### src/rtl/twt_pkg.sv
// Shared types, character codes and letter folding for the transcript word tokenizer.
package twt_pkg;

    localparam logic [7:0] CH_TAB    = 8'h09;
    localparam logic [7:0] CH_LF     = 8'h0A;
    localparam logic [7:0] CH_CR     = 8'h0D;
    localparam logic [7:0] CH_SPACE  = 8'h20;
    localparam logic [7:0] CH_APOS   = 8'h27;
    localparam logic [7:0] CH_RND_OP = 8'h28;
    localparam logic [7:0] CH_RND_CL = 8'h29;
    localparam logic [7:0] CH_SQ_OP  = 8'h5B;
    localparam logic [7:0] CH_SQ_CL  = 8'h5D;
    localparam logic [7:0] CH_NEL    = 8'h85;
    localparam logic [7:0] CH_UP_A   = 8'h41;
    localparam logic [7:0] CH_UP_Z   = 8'h5A;
    localparam logic [7:0] CH_LO_A   = 8'h61;
    localparam logic [7:0] CH_LO_Z   = 8'h7A;
    localparam logic [7:0] CASE_DIFF = 8'h20;
    localparam logic [7:0] CH_A_GRV  = 8'hE0;
    localparam logic [7:0] CH_A_TIL  = 8'hE3;
    localparam logic [7:0] CH_E_GRV  = 8'hE8;
    localparam logic [7:0] CH_E_CIR  = 8'hEA;
    localparam logic [7:0] CH_O_GRV  = 8'hD2;
    localparam logic [7:0] CH_O_ACU  = 8'hD3;
    localparam logic [7:0] CH_U_GRV  = 8'hF9;
    localparam logic [7:0] CH_U_CIR  = 8'hFB;
    localparam logic [6:0] LTR_NONE  = 7'd0;
    localparam logic [6:0] LTR_A     = 7'h41;
    localparam logic [6:0] LTR_E     = 7'h45;
    localparam logic [6:0] LTR_O     = 7'h4F;
    localparam logic [6:0] LTR_U     = 7'h55;
    localparam logic [15:0] LINE_MAX = 16'hFFFF;
    localparam logic [15:0] LINE_ONE = 16'd1;

    typedef enum logic [1:0] {
        MODE_SPACE,
        MODE_WORD,
        MODE_PUNCT,
        MODE_TAG
    } mode_t;

    typedef enum logic [1:0] {
        ERR_NONE,
        ERR_SQUARE,
        ERR_ROUND,
        ERR_NEST
    } err_t;

    typedef struct packed {
        mode_t       mode;
        logic [1:0]  square_depth;
        logic [1:0]  round_depth;
        logic [15:0] line_count;
        err_t        error_latch;
        logic        orig_started;
    } state_t;

    typedef struct packed {
        logic        pair_end;
        logic        word_valid;
        logic [6:0]  word_char;
        logic        orig_valid;
        logic [7:0]  orig_char;
        err_t        error_code;
        logic [15:0] line_number;
    } result_t;

    function automatic logic [6:0] fold_letter(input logic [7:0] c);
        logic [6:0] r;
        r = LTR_NONE;
        if (c >= CH_LO_A && c <= CH_LO_Z)
            r = 7'(c - CASE_DIFF);
        else if (c >= CH_UP_A && c <= CH_UP_Z)
            r = c[6:0];
        else if (c >= CH_E_GRV && c <= CH_E_CIR)
            r = LTR_E;
        else if (c == CH_O_GRV || c == CH_O_ACU)
            r = LTR_O;
        else if (c >= CH_A_GRV && c <= CH_A_TIL)
            r = LTR_A;
        else if (c >= CH_U_GRV && c <= CH_U_CIR)
            r = LTR_U;
        return r;
    endfunction

    function automatic logic is_space(input logic [7:0] c);
        return c == CH_SPACE || c == CH_TAB || c == CH_LF || c == CH_CR || c == CH_NEL;
    endfunction

endpackage

### src/rtl/twt_in_if.sv
// Byte input channel: valid/ready with one text byte.
interface twt_in_if;
    logic       valid;
    logic       ready;
    logic [7:0] char_in;

    modport source (output valid, output char_in, input ready);
    modport sink   (input valid, input char_in, output ready);
endinterface

### src/rtl/twt_out_if.sv
// Token output channel: valid/ready with one tokenizer result.
interface twt_out_if;
    logic        valid;
    logic        ready;
    logic        pair_end;
    logic        word_valid;
    logic [6:0]  word_char;
    logic        orig_valid;
    logic [7:0]  orig_char;
    logic [1:0]  error_code;
    logic [15:0] line_number;

    modport source (output valid, output pair_end, output word_valid, output word_char,
                    output orig_valid, output orig_char, output error_code,
                    output line_number, input ready);
    modport sink   (input valid, input pair_end, input word_valid, input word_char,
                    input orig_valid, input orig_char, input error_code,
                    input line_number, output ready);
endinterface

### src/rtl/twt_step.sv
// Per-byte decision logic: next tokenizer state and the result for one byte.
module twt_step (
    input  twt_pkg::state_t  state,
    input  logic [7:0]       char_in,
    output twt_pkg::state_t  state_next,
    output twt_pkg::result_t result
);

    logic [6:0]    letter;
    logic [7:0]    shown;
    logic          tag_open;
    logic          tag_close;
    logic          pend;
    logic          wv;
    logic          ov;
    twt_pkg::err_t err;

    assign letter    = twt_pkg::fold_letter(char_in);
    assign shown     = (char_in == twt_pkg::CH_LF) ? twt_pkg::CH_SPACE : char_in;
    assign tag_open  = (char_in == twt_pkg::CH_SQ_OP) || (char_in == twt_pkg::CH_RND_OP);
    assign tag_close = (char_in == twt_pkg::CH_SQ_CL) || (char_in == twt_pkg::CH_RND_CL);

    always_comb
    begin
        state_next = state;
        pend       = 1'b0;
        wv         = 1'b0;
        ov         = 1'b0;
        err        = twt_pkg::ERR_NONE;

        if (state.error_latch == twt_pkg::ERR_NONE && char_in != twt_pkg::CH_CR)
        begin
            if (char_in == twt_pkg::CH_LF && state.line_count != twt_pkg::LINE_MAX)
                state_next.line_count = state.line_count + twt_pkg::LINE_ONE;

            priority if (char_in == twt_pkg::CH_SQ_OP)
            begin
                if (state.square_depth != 2'd0)
                    err = twt_pkg::ERR_SQUARE;
                else if (state.round_depth != 2'd0)
                    err = twt_pkg::ERR_NEST;
            end
            else if (char_in == twt_pkg::CH_SQ_CL)
            begin
                if (state.square_depth == 2'd0)
                    err = twt_pkg::ERR_SQUARE;
            end
            else if (char_in == twt_pkg::CH_RND_OP)
            begin
                if (state.round_depth != 2'd0)
                    err = twt_pkg::ERR_ROUND;
                else if (state.square_depth != 2'd0)
                    err = twt_pkg::ERR_NEST;
            end
            else if (char_in == twt_pkg::CH_RND_CL)
            begin
                if (state.round_depth == 2'd0)
                    err = twt_pkg::ERR_ROUND;
            end
            else
            begin
                err = twt_pkg::ERR_NONE;
            end

            if (err != twt_pkg::ERR_NONE)
            begin
                state_next.error_latch = err;
            end
            else
            begin
                if (char_in == twt_pkg::CH_SQ_OP)  state_next.square_depth = 2'd1;
                if (char_in == twt_pkg::CH_SQ_CL)  state_next.square_depth = 2'd0;
                if (char_in == twt_pkg::CH_RND_OP) state_next.round_depth  = 2'd1;
                if (char_in == twt_pkg::CH_RND_CL) state_next.round_depth  = 2'd0;

                unique case (state.mode)
                    twt_pkg::MODE_SPACE:
                    begin
                        ov = 1'b1;
                        if (tag_open)
                            state_next.mode = twt_pkg::MODE_TAG;
                        else if (letter != twt_pkg::LTR_NONE)
                        begin
                            wv = 1'b1;
                            state_next.mode = twt_pkg::MODE_WORD;
                        end
                    end
                    twt_pkg::MODE_WORD:
                    begin
                        if (tag_open)
                        begin
                            pend = 1'b1;
                            ov   = 1'b1;
                            state_next.mode = twt_pkg::MODE_TAG;
                        end
                        else if (letter != twt_pkg::LTR_NONE)
                        begin
                            wv = 1'b1;
                            ov = 1'b1;
                        end
                        else if (char_in == twt_pkg::CH_APOS)
                            ov = 1'b1;
                        else if (twt_pkg::is_space(char_in))
                        begin
                            pend = 1'b1;
                            state_next.mode = twt_pkg::MODE_SPACE;
                        end
                        else
                        begin
                            ov = 1'b1;
                            state_next.mode = twt_pkg::MODE_PUNCT;
                        end
                    end
                    twt_pkg::MODE_PUNCT:
                    begin
                        if (tag_open)
                        begin
                            pend = 1'b1;
                            ov   = 1'b1;
                            state_next.mode = twt_pkg::MODE_TAG;
                        end
                        else if (letter != twt_pkg::LTR_NONE)
                        begin
                            pend = 1'b1;
                            wv   = 1'b1;
                            ov   = 1'b1;
                            state_next.mode = twt_pkg::MODE_WORD;
                        end
                        else if (twt_pkg::is_space(char_in))
                        begin
                            pend = 1'b1;
                            state_next.mode = twt_pkg::MODE_SPACE;
                        end
                        else
                            ov = 1'b1;
                    end
                    twt_pkg::MODE_TAG:
                    begin
                        ov = 1'b1;
                        if (tag_close)
                            state_next.mode = twt_pkg::MODE_SPACE;
                    end
                endcase

                // drop leading spaces of a fresh pair
                if (ov && !(state.orig_started && !pend) && shown == twt_pkg::CH_SPACE)
                    ov = 1'b0;
                if (pend)
                    state_next.orig_started = 1'b0;
                if (ov)
                    state_next.orig_started = 1'b1;
            end
        end

        result.pair_end    = pend;
        result.word_valid  = wv;
        result.word_char   = wv ? letter : twt_pkg::LTR_NONE;
        result.orig_valid  = ov;
        result.orig_char   = ov ? shown : 8'd0;
        result.error_code  = state_next.error_latch;
        result.line_number = state_next.line_count;
    end

endmodule

### src/rtl/twt_out_reg.sv
// Result register with valid flag between the decision logic and the output channel.
module twt_out_reg (
    input  logic             clk,
    input  logic             rst_n,
    input  logic             load,
    input  twt_pkg::result_t load_data,
    output logic             can_load,
    twt_out_if.source        tok_ch
);

    logic             valid_reg;
    logic             valid_next;
    twt_pkg::result_t data_reg;

    assign can_load   = !valid_reg || tok_ch.ready;
    assign valid_next = load || (valid_reg && !tok_ch.ready);

    always_ff @(posedge clk or negedge rst_n)
    begin
        if (!rst_n)
            valid_reg <= 1'b0;
        else
            valid_reg <= valid_next;
    end

    always_ff @(posedge clk)
    begin
        if (load)
            data_reg <= load_data;
    end

    assign tok_ch.valid       = valid_reg;
    assign tok_ch.pair_end    = data_reg.pair_end;
    assign tok_ch.word_valid  = data_reg.word_valid;
    assign tok_ch.word_char   = data_reg.word_char;
    assign tok_ch.orig_valid  = data_reg.orig_valid;
    assign tok_ch.orig_char   = data_reg.orig_char;
    assign tok_ch.error_code  = data_reg.error_code;
    assign tok_ch.line_number = data_reg.line_number;

endmodule

### src/rtl/transcript_word_tokenizer_core.sv
// Top level of the transcript word tokenizer: state registers, decision logic, result register.
//
// Takes one Latin-1 byte per transfer and returns exactly one result per byte, in order.
// Throughput is one byte per cycle; a result is offered the cycle after its byte transfers,
// and a new byte is taken whenever the result register is empty or being emptied.
// The figure is set by the loop through the mode, bracket depth, line count, orig_started
// and error registers. After a bracket error every later byte yields a result with all
// flags low, carrying the latched error code and the frozen line count.
module transcript_word_tokenizer_core (
    input  logic      clk,
    input  logic      rst_n,
    twt_in_if.sink    char_ch,
    twt_out_if.source tok_ch
);

    twt_pkg::state_t  state_reg;
    twt_pkg::state_t  state_next;
    twt_pkg::result_t step_result;
    logic             can_load;
    logic             accept;

    assign char_ch.ready = can_load;
    assign accept        = char_ch.valid && can_load;

    twt_step u_step (
        .state      (state_reg),
        .char_in    (char_ch.char_in),
        .state_next (state_next),
        .result     (step_result)
    );

    twt_out_reg u_out_reg (
        .clk       (clk),
        .rst_n     (rst_n),
        .load      (accept),
        .load_data (step_result),
        .can_load  (can_load),
        .tok_ch    (tok_ch)
    );

    always_ff @(posedge clk or negedge rst_n)
    begin
        if (!rst_n)
        begin
            state_reg.mode         <= twt_pkg::MODE_SPACE;
            state_reg.square_depth <= 2'd0;
            state_reg.round_depth  <= 2'd0;
            state_reg.line_count   <= twt_pkg::LINE_ONE;
            state_reg.error_latch  <= twt_pkg::ERR_NONE;
            state_reg.orig_started <= 1'b0;
        end
        else if (accept)
        begin
            state_reg <= state_next;
        end
    end

`ifndef ASSERT_OFF
    a_err_sticky: assert property (@(posedge clk) disable iff (!rst_n)
        state_reg.error_latch != twt_pkg::ERR_NONE |=>
            state_reg.error_latch == $past(state_reg.error_latch))
        else $error("error latch changed after an error");

    a_err_quiet: assert property (@(posedge clk) disable iff (!rst_n)
        tok_ch.valid && tok_ch.error_code != twt_pkg::ERR_NONE |->
            !tok_ch.pair_end && !tok_ch.word_valid && !tok_ch.orig_valid)
        else $error("result flags set while an error is latched");

    a_word_has_orig: assert property (@(posedge clk) disable iff (!rst_n)
        tok_ch.valid && tok_ch.word_valid |-> tok_ch.orig_valid)
        else $error("word letter without original character");

    a_line_nonzero: assert property (@(posedge clk) disable iff (!rst_n)
        state_reg.line_count != 16'd0)
        else $error("line count reached zero");
`endif

endmodule
### src/flat_wrapper.sv
// flat-port wrapper written by rule: the top's interface ports become plain ports
module transcript_word_tokenizer_core_flat 
  (clk, rst_n, char_ch_valid, char_ch_char_in, char_ch_ready, tok_ch_valid, tok_ch_pair_end, tok_ch_word_valid, tok_ch_word_char, tok_ch_orig_valid, tok_ch_orig_char, tok_ch_error_code, tok_ch_line_number, tok_ch_ready);
  twt_in_if char_ch_i ();
  twt_out_if tok_ch_i ();
  input  logic clk;
  input  logic rst_n;
  input wire logic [$bits(char_ch_i.valid)-1:0] char_ch_valid;
  input wire logic [$bits(char_ch_i.char_in)-1:0] char_ch_char_in;
  output wire logic [$bits(char_ch_i.ready)-1:0] char_ch_ready;
  output wire logic [$bits(tok_ch_i.valid)-1:0] tok_ch_valid;
  output wire logic [$bits(tok_ch_i.pair_end)-1:0] tok_ch_pair_end;
  output wire logic [$bits(tok_ch_i.word_valid)-1:0] tok_ch_word_valid;
  output wire logic [$bits(tok_ch_i.word_char)-1:0] tok_ch_word_char;
  output wire logic [$bits(tok_ch_i.orig_valid)-1:0] tok_ch_orig_valid;
  output wire logic [$bits(tok_ch_i.orig_char)-1:0] tok_ch_orig_char;
  output wire logic [$bits(tok_ch_i.error_code)-1:0] tok_ch_error_code;
  output wire logic [$bits(tok_ch_i.line_number)-1:0] tok_ch_line_number;
  input wire logic [$bits(tok_ch_i.ready)-1:0] tok_ch_ready;
  assign char_ch_i.valid = char_ch_valid;
  assign char_ch_i.char_in = char_ch_char_in;
  assign char_ch_ready = char_ch_i.ready;
  assign tok_ch_valid = tok_ch_i.valid;
  assign tok_ch_pair_end = tok_ch_i.pair_end;
  assign tok_ch_word_valid = tok_ch_i.word_valid;
  assign tok_ch_word_char = tok_ch_i.word_char;
  assign tok_ch_orig_valid = tok_ch_i.orig_valid;
  assign tok_ch_orig_char = tok_ch_i.orig_char;
  assign tok_ch_error_code = tok_ch_i.error_code;
  assign tok_ch_line_number = tok_ch_i.line_number;
  assign tok_ch_i.ready = tok_ch_ready;
  transcript_word_tokenizer_core u_core (.clk(clk), .rst_n(rst_n), .char_ch(char_ch_i), .tok_ch(tok_ch_i));
endmodule
### config.mk
export PLATFORM = sky130hd
export DESIGN_NAME = transcript_word_tokenizer_core_flat
export DESIGN_NICKNAME = d
export VERILOG_FILES = /design/src/rtl/twt_pkg.sv /design/src/rtl/twt_in_if.sv /design/src/rtl/twt_out_if.sv /design/src/rtl/twt_step.sv /design/src/rtl/twt_out_reg.sv /design/src/rtl/transcript_word_tokenizer_core.sv /design/src/flat_wrapper.sv
export SDC_FILE = /design/constraint.sdc
export NUM_CORES = 1
export LEC_CHECK = 0
export BUFFER_PORTS_ARGS = -buffer_cell sky130_fd_sc_hd__buf_2
export CAP_MARGIN = 20
export CELL_PAD_IN_SITES_DETAIL_PLACEMENT = 1
export CELL_PAD_IN_SITES_GLOBAL_PLACEMENT = 2
export CORE_MARGIN = 2
export CORE_UTILIZATION = 37
export CTS_CLUSTER_DIAMETER = 40
export DETAILED_ROUTE_END_ITERATION = 8
export GPL_ROUTABILITY_DRIVEN = 1
export HOLD_SLACK_MARGIN = 0.08
export MAX_ROUTING_LAYER = met4
export PLACE_DENSITY = 0.9
export SYNTH_ARGS = -nofsm -noshare
export SYNTH_HDL_FRONTEND = slang
export SYNTH_SLANG_ARGS = --single-unit
### constraint.sdc
create_clock -name clk -period 3.2 [get_ports clk]
set_input_delay 0.48 -clock clk [delete_from_list [all_inputs] [get_ports clk]]
set_output_delay 0.48 -clock clk [all_outputs]
set_load 0.02 [all_outputs]
# --- After elaboration in Yosys (flattened, before gate mapping) ---
# Index checks and enable logic that the tools add are counted.
op_classes:
  n_addsub: 2
  n_reduce_logical: 43
  magnitude_cmp: 10
  n_bitwise: 2
  mux: 67
  n_eq_ne: 23
op_table:
  columns: ["operator", "n"]
  rows:
  - ["two-way mux 2 bit", 25]
  - ["two-way mux 7 bit", 6]
  - ["== test 8 x 6 -> 1 bit, second input constant", 5]
  - ["two-way mux 1 bit", 30]
  - ["== test 8 x 4 -> 1 bit, second input constant", 3]
  - ["== test 8 bit, second input constant", 3]
  - ["greater-or-equal comparator 8 bit, second input constant", 3]
  - ["<= comparator 8 bit, second input constant", 3]
  - ["two-way mux 19 bit", 1]
  - ["adder 16 x 1 -> 16 bit, second input constant", 1]
  - ["== test 8 x 7 -> 1 bit, second input constant", 2]
  - ["greater-or-equal comparator 8 x 7 -> 1 bit, second input constant", 2]
  - ["<= comparator 8 x 7 -> 1 bit, second input constant", 2]
  - ["two-way mux 16 bit", 1]
  - ["!= test 16 bit, second input constant", 1]
  - ["logical AND 1 bit", 12]
  - ["AND reduction 4 bit", 3]
  - ["nonzero test 2 bit", 6]
  - ["logical OR 1 bit", 9]
  - ["!= test 3 bit, second input constant", 3]
  - ["zero test 2 bit", 4]
  - ["two-way mux 8 bit", 1]
  - ["!= test 8 x 4 -> 1 bit, second input constant", 1]
  - ["one-hot mux 2 bit (4 select lines)", 1]
  - ["13 further kinds", 19]
totals:
  elab_cells: 161
  input_bits: 12
  out_inout_bits: 38
  regBits: 62

# --- Depth between registers and ports, before layout ---
logic_depth:
  word_depth: 25
  depth_mapped: 9
  mapped_depth_nobuf: 8

# --- Hierarchy ---
# From an unflattened synthesis, not the netlist that was laid out.
hier_totals:
  cells_unflattened: 319
  area_unflattened_um2: 3666.0
modules_own_cells:
  columns: ["module", "area_per_inst_um2", "n_inst", "seq_area_each_um2", "cells_per_inst"]
  rows:
  - ["twt_step", 1520.2, 1, 0.0, 226]
  - ["twt_out_reg", 1128.6, 1, 1106.1, 39]
  - ["transcript_word_tokenizer_core", 1017.2, 1, 626.9, 54]

# --- Least setup slack after synthesis ---
# OpenSTA, ideal clock, no wires.
synth_path:
  path_type: "input-to-reg"
  startpoint: "in tok_ch_ready"
  endpoint: "reg u_core.state_reg[19] (netlist bit)"
  slack_ps: 612
  cell_stages: 6
  required_time_ps: 3075
  setup_ps: 125
  path_buffers: 0
  arrival_ps: 2464
  cell_sequence: "nand2b_1 -> nand2_1 -> clkinv_1 -> nand2_1 -> nor3_1 -> mux2_2"
synth_via:
  elab_chain_cells: 3
synth_lines:
  columns: ["item", "line_no", "rtl"]
  rows:
  - ["from (decl)", "flat_wrapper.sv:19", "input wire logic [$bits(tok_ch_i.ready)-1:0] tok_ch_ready;"]
  - ["logical OR 1 bit", "twt_out_reg.sv:15", "assign can_load = !valid_reg || tok_ch.ready;"]
  - ["logical AND 1 bit", "transcript_word_tokenizer_core.sv:23", "assign accept = char_ch.valid && can_load;"]
  - ["named net u_core.accept", "transcript_word_tokenizer_core.sv:20", "logic accept;"]
  - ["AND reduction 4 bit (no source line)", null, null]
  - ["to (signal assigned)", "transcript_word_tokenizer_core.sv:54", "state_reg <= state_next;"]
  - ["to (decl)", "transcript_word_tokenizer_core.sv:16", "twt_pkg::state_t state_reg;"]
# The timed path passes the listed nets, and every way through them passes these cells.
# A chain may end at the register's enable or synchronous reset.

==> key figures <==
Run status
  – Outcome: complete, no violations

Floorplan
  – Initial cell density of the core: about two fifths
  – Die ar.: roughly 0.01 mm^2
  – I/O pins: 50
  – Die W: around 99 um
  – Num rows: 34
  – CORE AREA: 0.00872 mm^2
  – Die Ht: 98.9 um

GRT
  – Total track usage: 17.9%
  – Initial antenna violation count: 0
  – Pin count of the biggest net entering global routing: 33
  – GR Overflow Total: 0
  – Vias in the first global route: between 2k and 3k
  – First-pass GRT wire length: about 13,000 um

Timing
  – Final period util: slightly above 80%
  – Worst Skew: roughly 0.017 ns
  – Slew headroom: around 54%
  – Peak Freq: ~380 MHz
  – Final Hold Viols: 0
  – Crit path time final: around 2.6 ns
  – Fin. max-slew vios: 0
  – Worst slew pin tran: about 0.7 ns
  – Hold WS: roughly 0.13 ns
  – RSZ-0062 raised after global routing: no
  – Sum Neg Setup Slack: 0 ns
  – Final setup margin: around 0.56 ns
  – Final setup violation count: 0

CTS
  – Htree depth: 3
  – TritonCTS clock tree: built
  – Root Buffer: clkbuf_8
  – CTS buffer count: 9
  – CTS Buffer Depth: 2
  – Clock-pin slew on the worst setup and hold paths: ~0.08 ns
  – CTS sink count: 60
  – Post-CTS setup buffer count: 0
  – Hold Buf Count CTS: 0
  – Clk_lat worst skew: around 0.33 ns
  – Resized Gates After CTS: 0

Critical path
  – WP depth: 8
  – Slowest cell on crit path: dfstp_2
  – Startpoint types: register
  – Critical Path RT: between 3 and 4 ns
  – Critical Path Sink Type: register
  – RR Startpoint: u_core.state_reg[3]$_DFFE_PN1P_
  – Reg2Reg Capture Point: u_core.u_out_reg.tok_ch.line_number[12]$_DFFE_PP_
  – Critical path arrival: ~2.7 ns
  – Setup crit start: u_core.state_reg[3]$_DFFE_PN1P_
  – Slowest cell delay on critical path: 0.57 ns
  – Crit-path cells: ha_1 -> and4_1 -> nand3_1 -> o311ai_1 -> buf_4 -> nor2_1 -> and3_1 -> xor2_1
  – CP Capture Point: u_core.u_out_reg.tok_ch.line_number[12]$_DFFE_PP_
  – Worst-path fanout max: 10
  – Worst setup path class: reg -> reg
  – WP buf/inv: 1
  – Worst r2r path cells: 8
  – R2r setup slk: 0.56 ns
  – Cell family with most CP delay: simple AND/OR/NAND/NOR gates

Pwr
  – Worst vdd ir: around 0.00016 V
  – NetSw: around 0.55 mW
  – Sw Ratio: around 27%
  – Cell area power density: about 520 mW/mm^2
  – P_leak: 1.67 nW
  – Clock power share: around two fifths
  – Seq pwr share: between 40 and 50%
  – Comb pwr share: between 10% and 20%
  – Design Power: just over 2 mW
  – Internal power: 1.48 mW

Yosys
  – Post-synthesis sequential area ratio: about half
  – Ys async rst share: between 40% and 50%
  – Synthesized area per cell: about 11 um^2
  – Number of flops mapped to enable cells by yosys: 36
  – Dominant synthesized flop cell: edfxtp_1
  – Synth area leaders: edfxtp_1 32%, dfrtp_1 17%, xor2_1 4.7%, nor2_1 3.3%, xnor2_1 3.2%
  – Net Count, Synth: ~330
  – Cell Area, Synth: ~0.0033 mm^2
  – Biggest area consumer among synthesized cells: edfxtp_1
  – Synthesized instance count: ~300
  – Post-synth top area share: ~32%
  – Distinct cells, synth: 66
  – Yosys Warn Count: 0
  – Seq cells post-synth: 60

Final layout
  – Ant. Diodes: 0
  – Storage cell area: 0.00168 mm^2
  – Filler Cell Count: 987
  – Commonest non-fill, non-tap cell in the layout: buf_2
  – Multi-input gate area: between 0.0015 and 0.002 mm^2
  – Most frequent cells in the layout: 49 x buf_2, 36 x edfxtp_1, 29 x nor2_1, 27 x nand2_1, 23 x dfrtp_1
  – Fraction of layout cells with a size suffix above 1: 22.8%
  – Layout area overhead: 17.0%
  – Nets@finish: roughly 380
  – Max reg flops: 23
  – Final instance area: 0.00390 mm^2
  – Non-Filler Instances: roughly 470
  – Finished Core Util: between 40% and 50%

Worst hold path
  – Worst Hold Class: in -> async

Detailed routing
  – Vias per cell: ~5.3
  – # DRC: 0
  – Via count: 2,517
  – Post-DRT Antenna Nets: 0
  – DRT iter0 DRCs: approximately 150
  – DRT Wirelength: roughly 8000 um
  – Detailed Routing Iterations Pass 1: 4
  – Routed wire per std cell: about 17 um

Flow run
  – Max-Cap Viols: 0

Place
  – Placed cell count: ~460
  – Hpwl dp: about 5700 um
  – RePlAce Congestion: between 0.8 and 0.9
  – Placed inst area: ~0.0037 mm^2
  – DP Worst Slack: 0.374 ns
  – I/O Buffers: 49
## worst min-delay path by stage
stage                                          from                               end  slack, ns
detailed placement  u_core.state_reg[1]$_DFFE_PN0P_   u_core.state_reg[1]$_DFFE_PN0P_       0.50
finish                                        rst_n  u_core.state_reg[17]$_DFFE_PN0P_       0.13
global route                                  rst_n  u_core.state_reg[17]$_DFFE_PN0P_       0.15
global placement    u_core.state_reg[1]$_DFFE_PN0P_   u_core.state_reg[1]$_DFFE_PN0P_       0.48
CTS                                           rst_n   u_core.state_reg[7]$_DFFE_PN0P_       0.14
floorplan                                     rst_n   u_core.state_reg[0]$_DFFE_PN0P_       0.18
## layer usage
| metal | part of all wire [%] | GRT usage (%) | vias up |
|---|---|---|---|
| met5 | 0 | - | - |
| met4 | 1.3 | 5.69 | 0 |
| met3 | 4.0 | 4.04 | 13 |
| met2 | 48 | 27.4 | 50 |
| met1 | 47 | 23.6 | 1241 |
| li1 | - | - | 1213 |
## synth_stat cells (2+ instances only)
| cell type | number |
|---|---|
| edfxtp_1 | 36 |
| nor2_1 | 29 |
| nand2_1 | 27 |
| dfrtp_1 | 23 |
| xor2_1 | 18 |
| nand3_1 | 13 |
| xnor2_1 | 12 |
| a21oi_1 | 10 |
| inv_1 | 10 |
| nor3_1 | 10 |
| nand2b_1 | 9 |
| ha_1 | 8 |
| and2_1 | 7 |
| nor2b_1 | 7 |
| buf_2 | 6 |
| mux2_2 | 4 |
| nor3b_1 | 4 |
| nor4_1 | 4 |
| o211ai_1 | 4 |
| o21ai_0 | 4 |
| and3_1 | 3 |
| clkbuf_1 | 3 |
| nand4_1 | 3 |
| or3_1 | 3 |
| and3b_1 | 2 |
| and4_1 | 2 |
| buf_6 | 2 |
| o21bai_1 | 2 |
| o311ai_0 | 2 |
| o31a_1 | 2 |
| o31ai_1 | 2 |
| or4_1 | 2 |
## cell families after synthesis
family / after synthesis / share of synthesized area (%)
xor gates and xnor gates: 30 / 7.88
other: 1 / 0.113
buffers and inverters: 22 / 3.15
AOI/OAI and AO/OA: 46 / 11.3
muxes: 6 / 2.10
DFF: 60 / 50.5
and+or+nand+nor: 134 / 22.0
adders and majority gates: 8 / 3.00
## cell type report
class                   count  area share (%)
clock inverters             4            1.86
inverters                  11            1.06
well taps                 108            3.46
flip-flops and latches     60            43.2
clock buffers              12            3.98
multi-input cells         225            39.6
repair buffers             52            6.87
## power groups by stage
stage	clock network (mW)	logic [mW]	registers [mW]
after CTS	0.810	0.339	0.903
final	0.791	0.335	0.902
after global placement	0	0.325	0.915
after detailed placement	0	0.337	0.918
after global routing	0.840	0.369	0.908
after floorplan	0	0.198	0.949
Power figures use the tool's default switching activity.
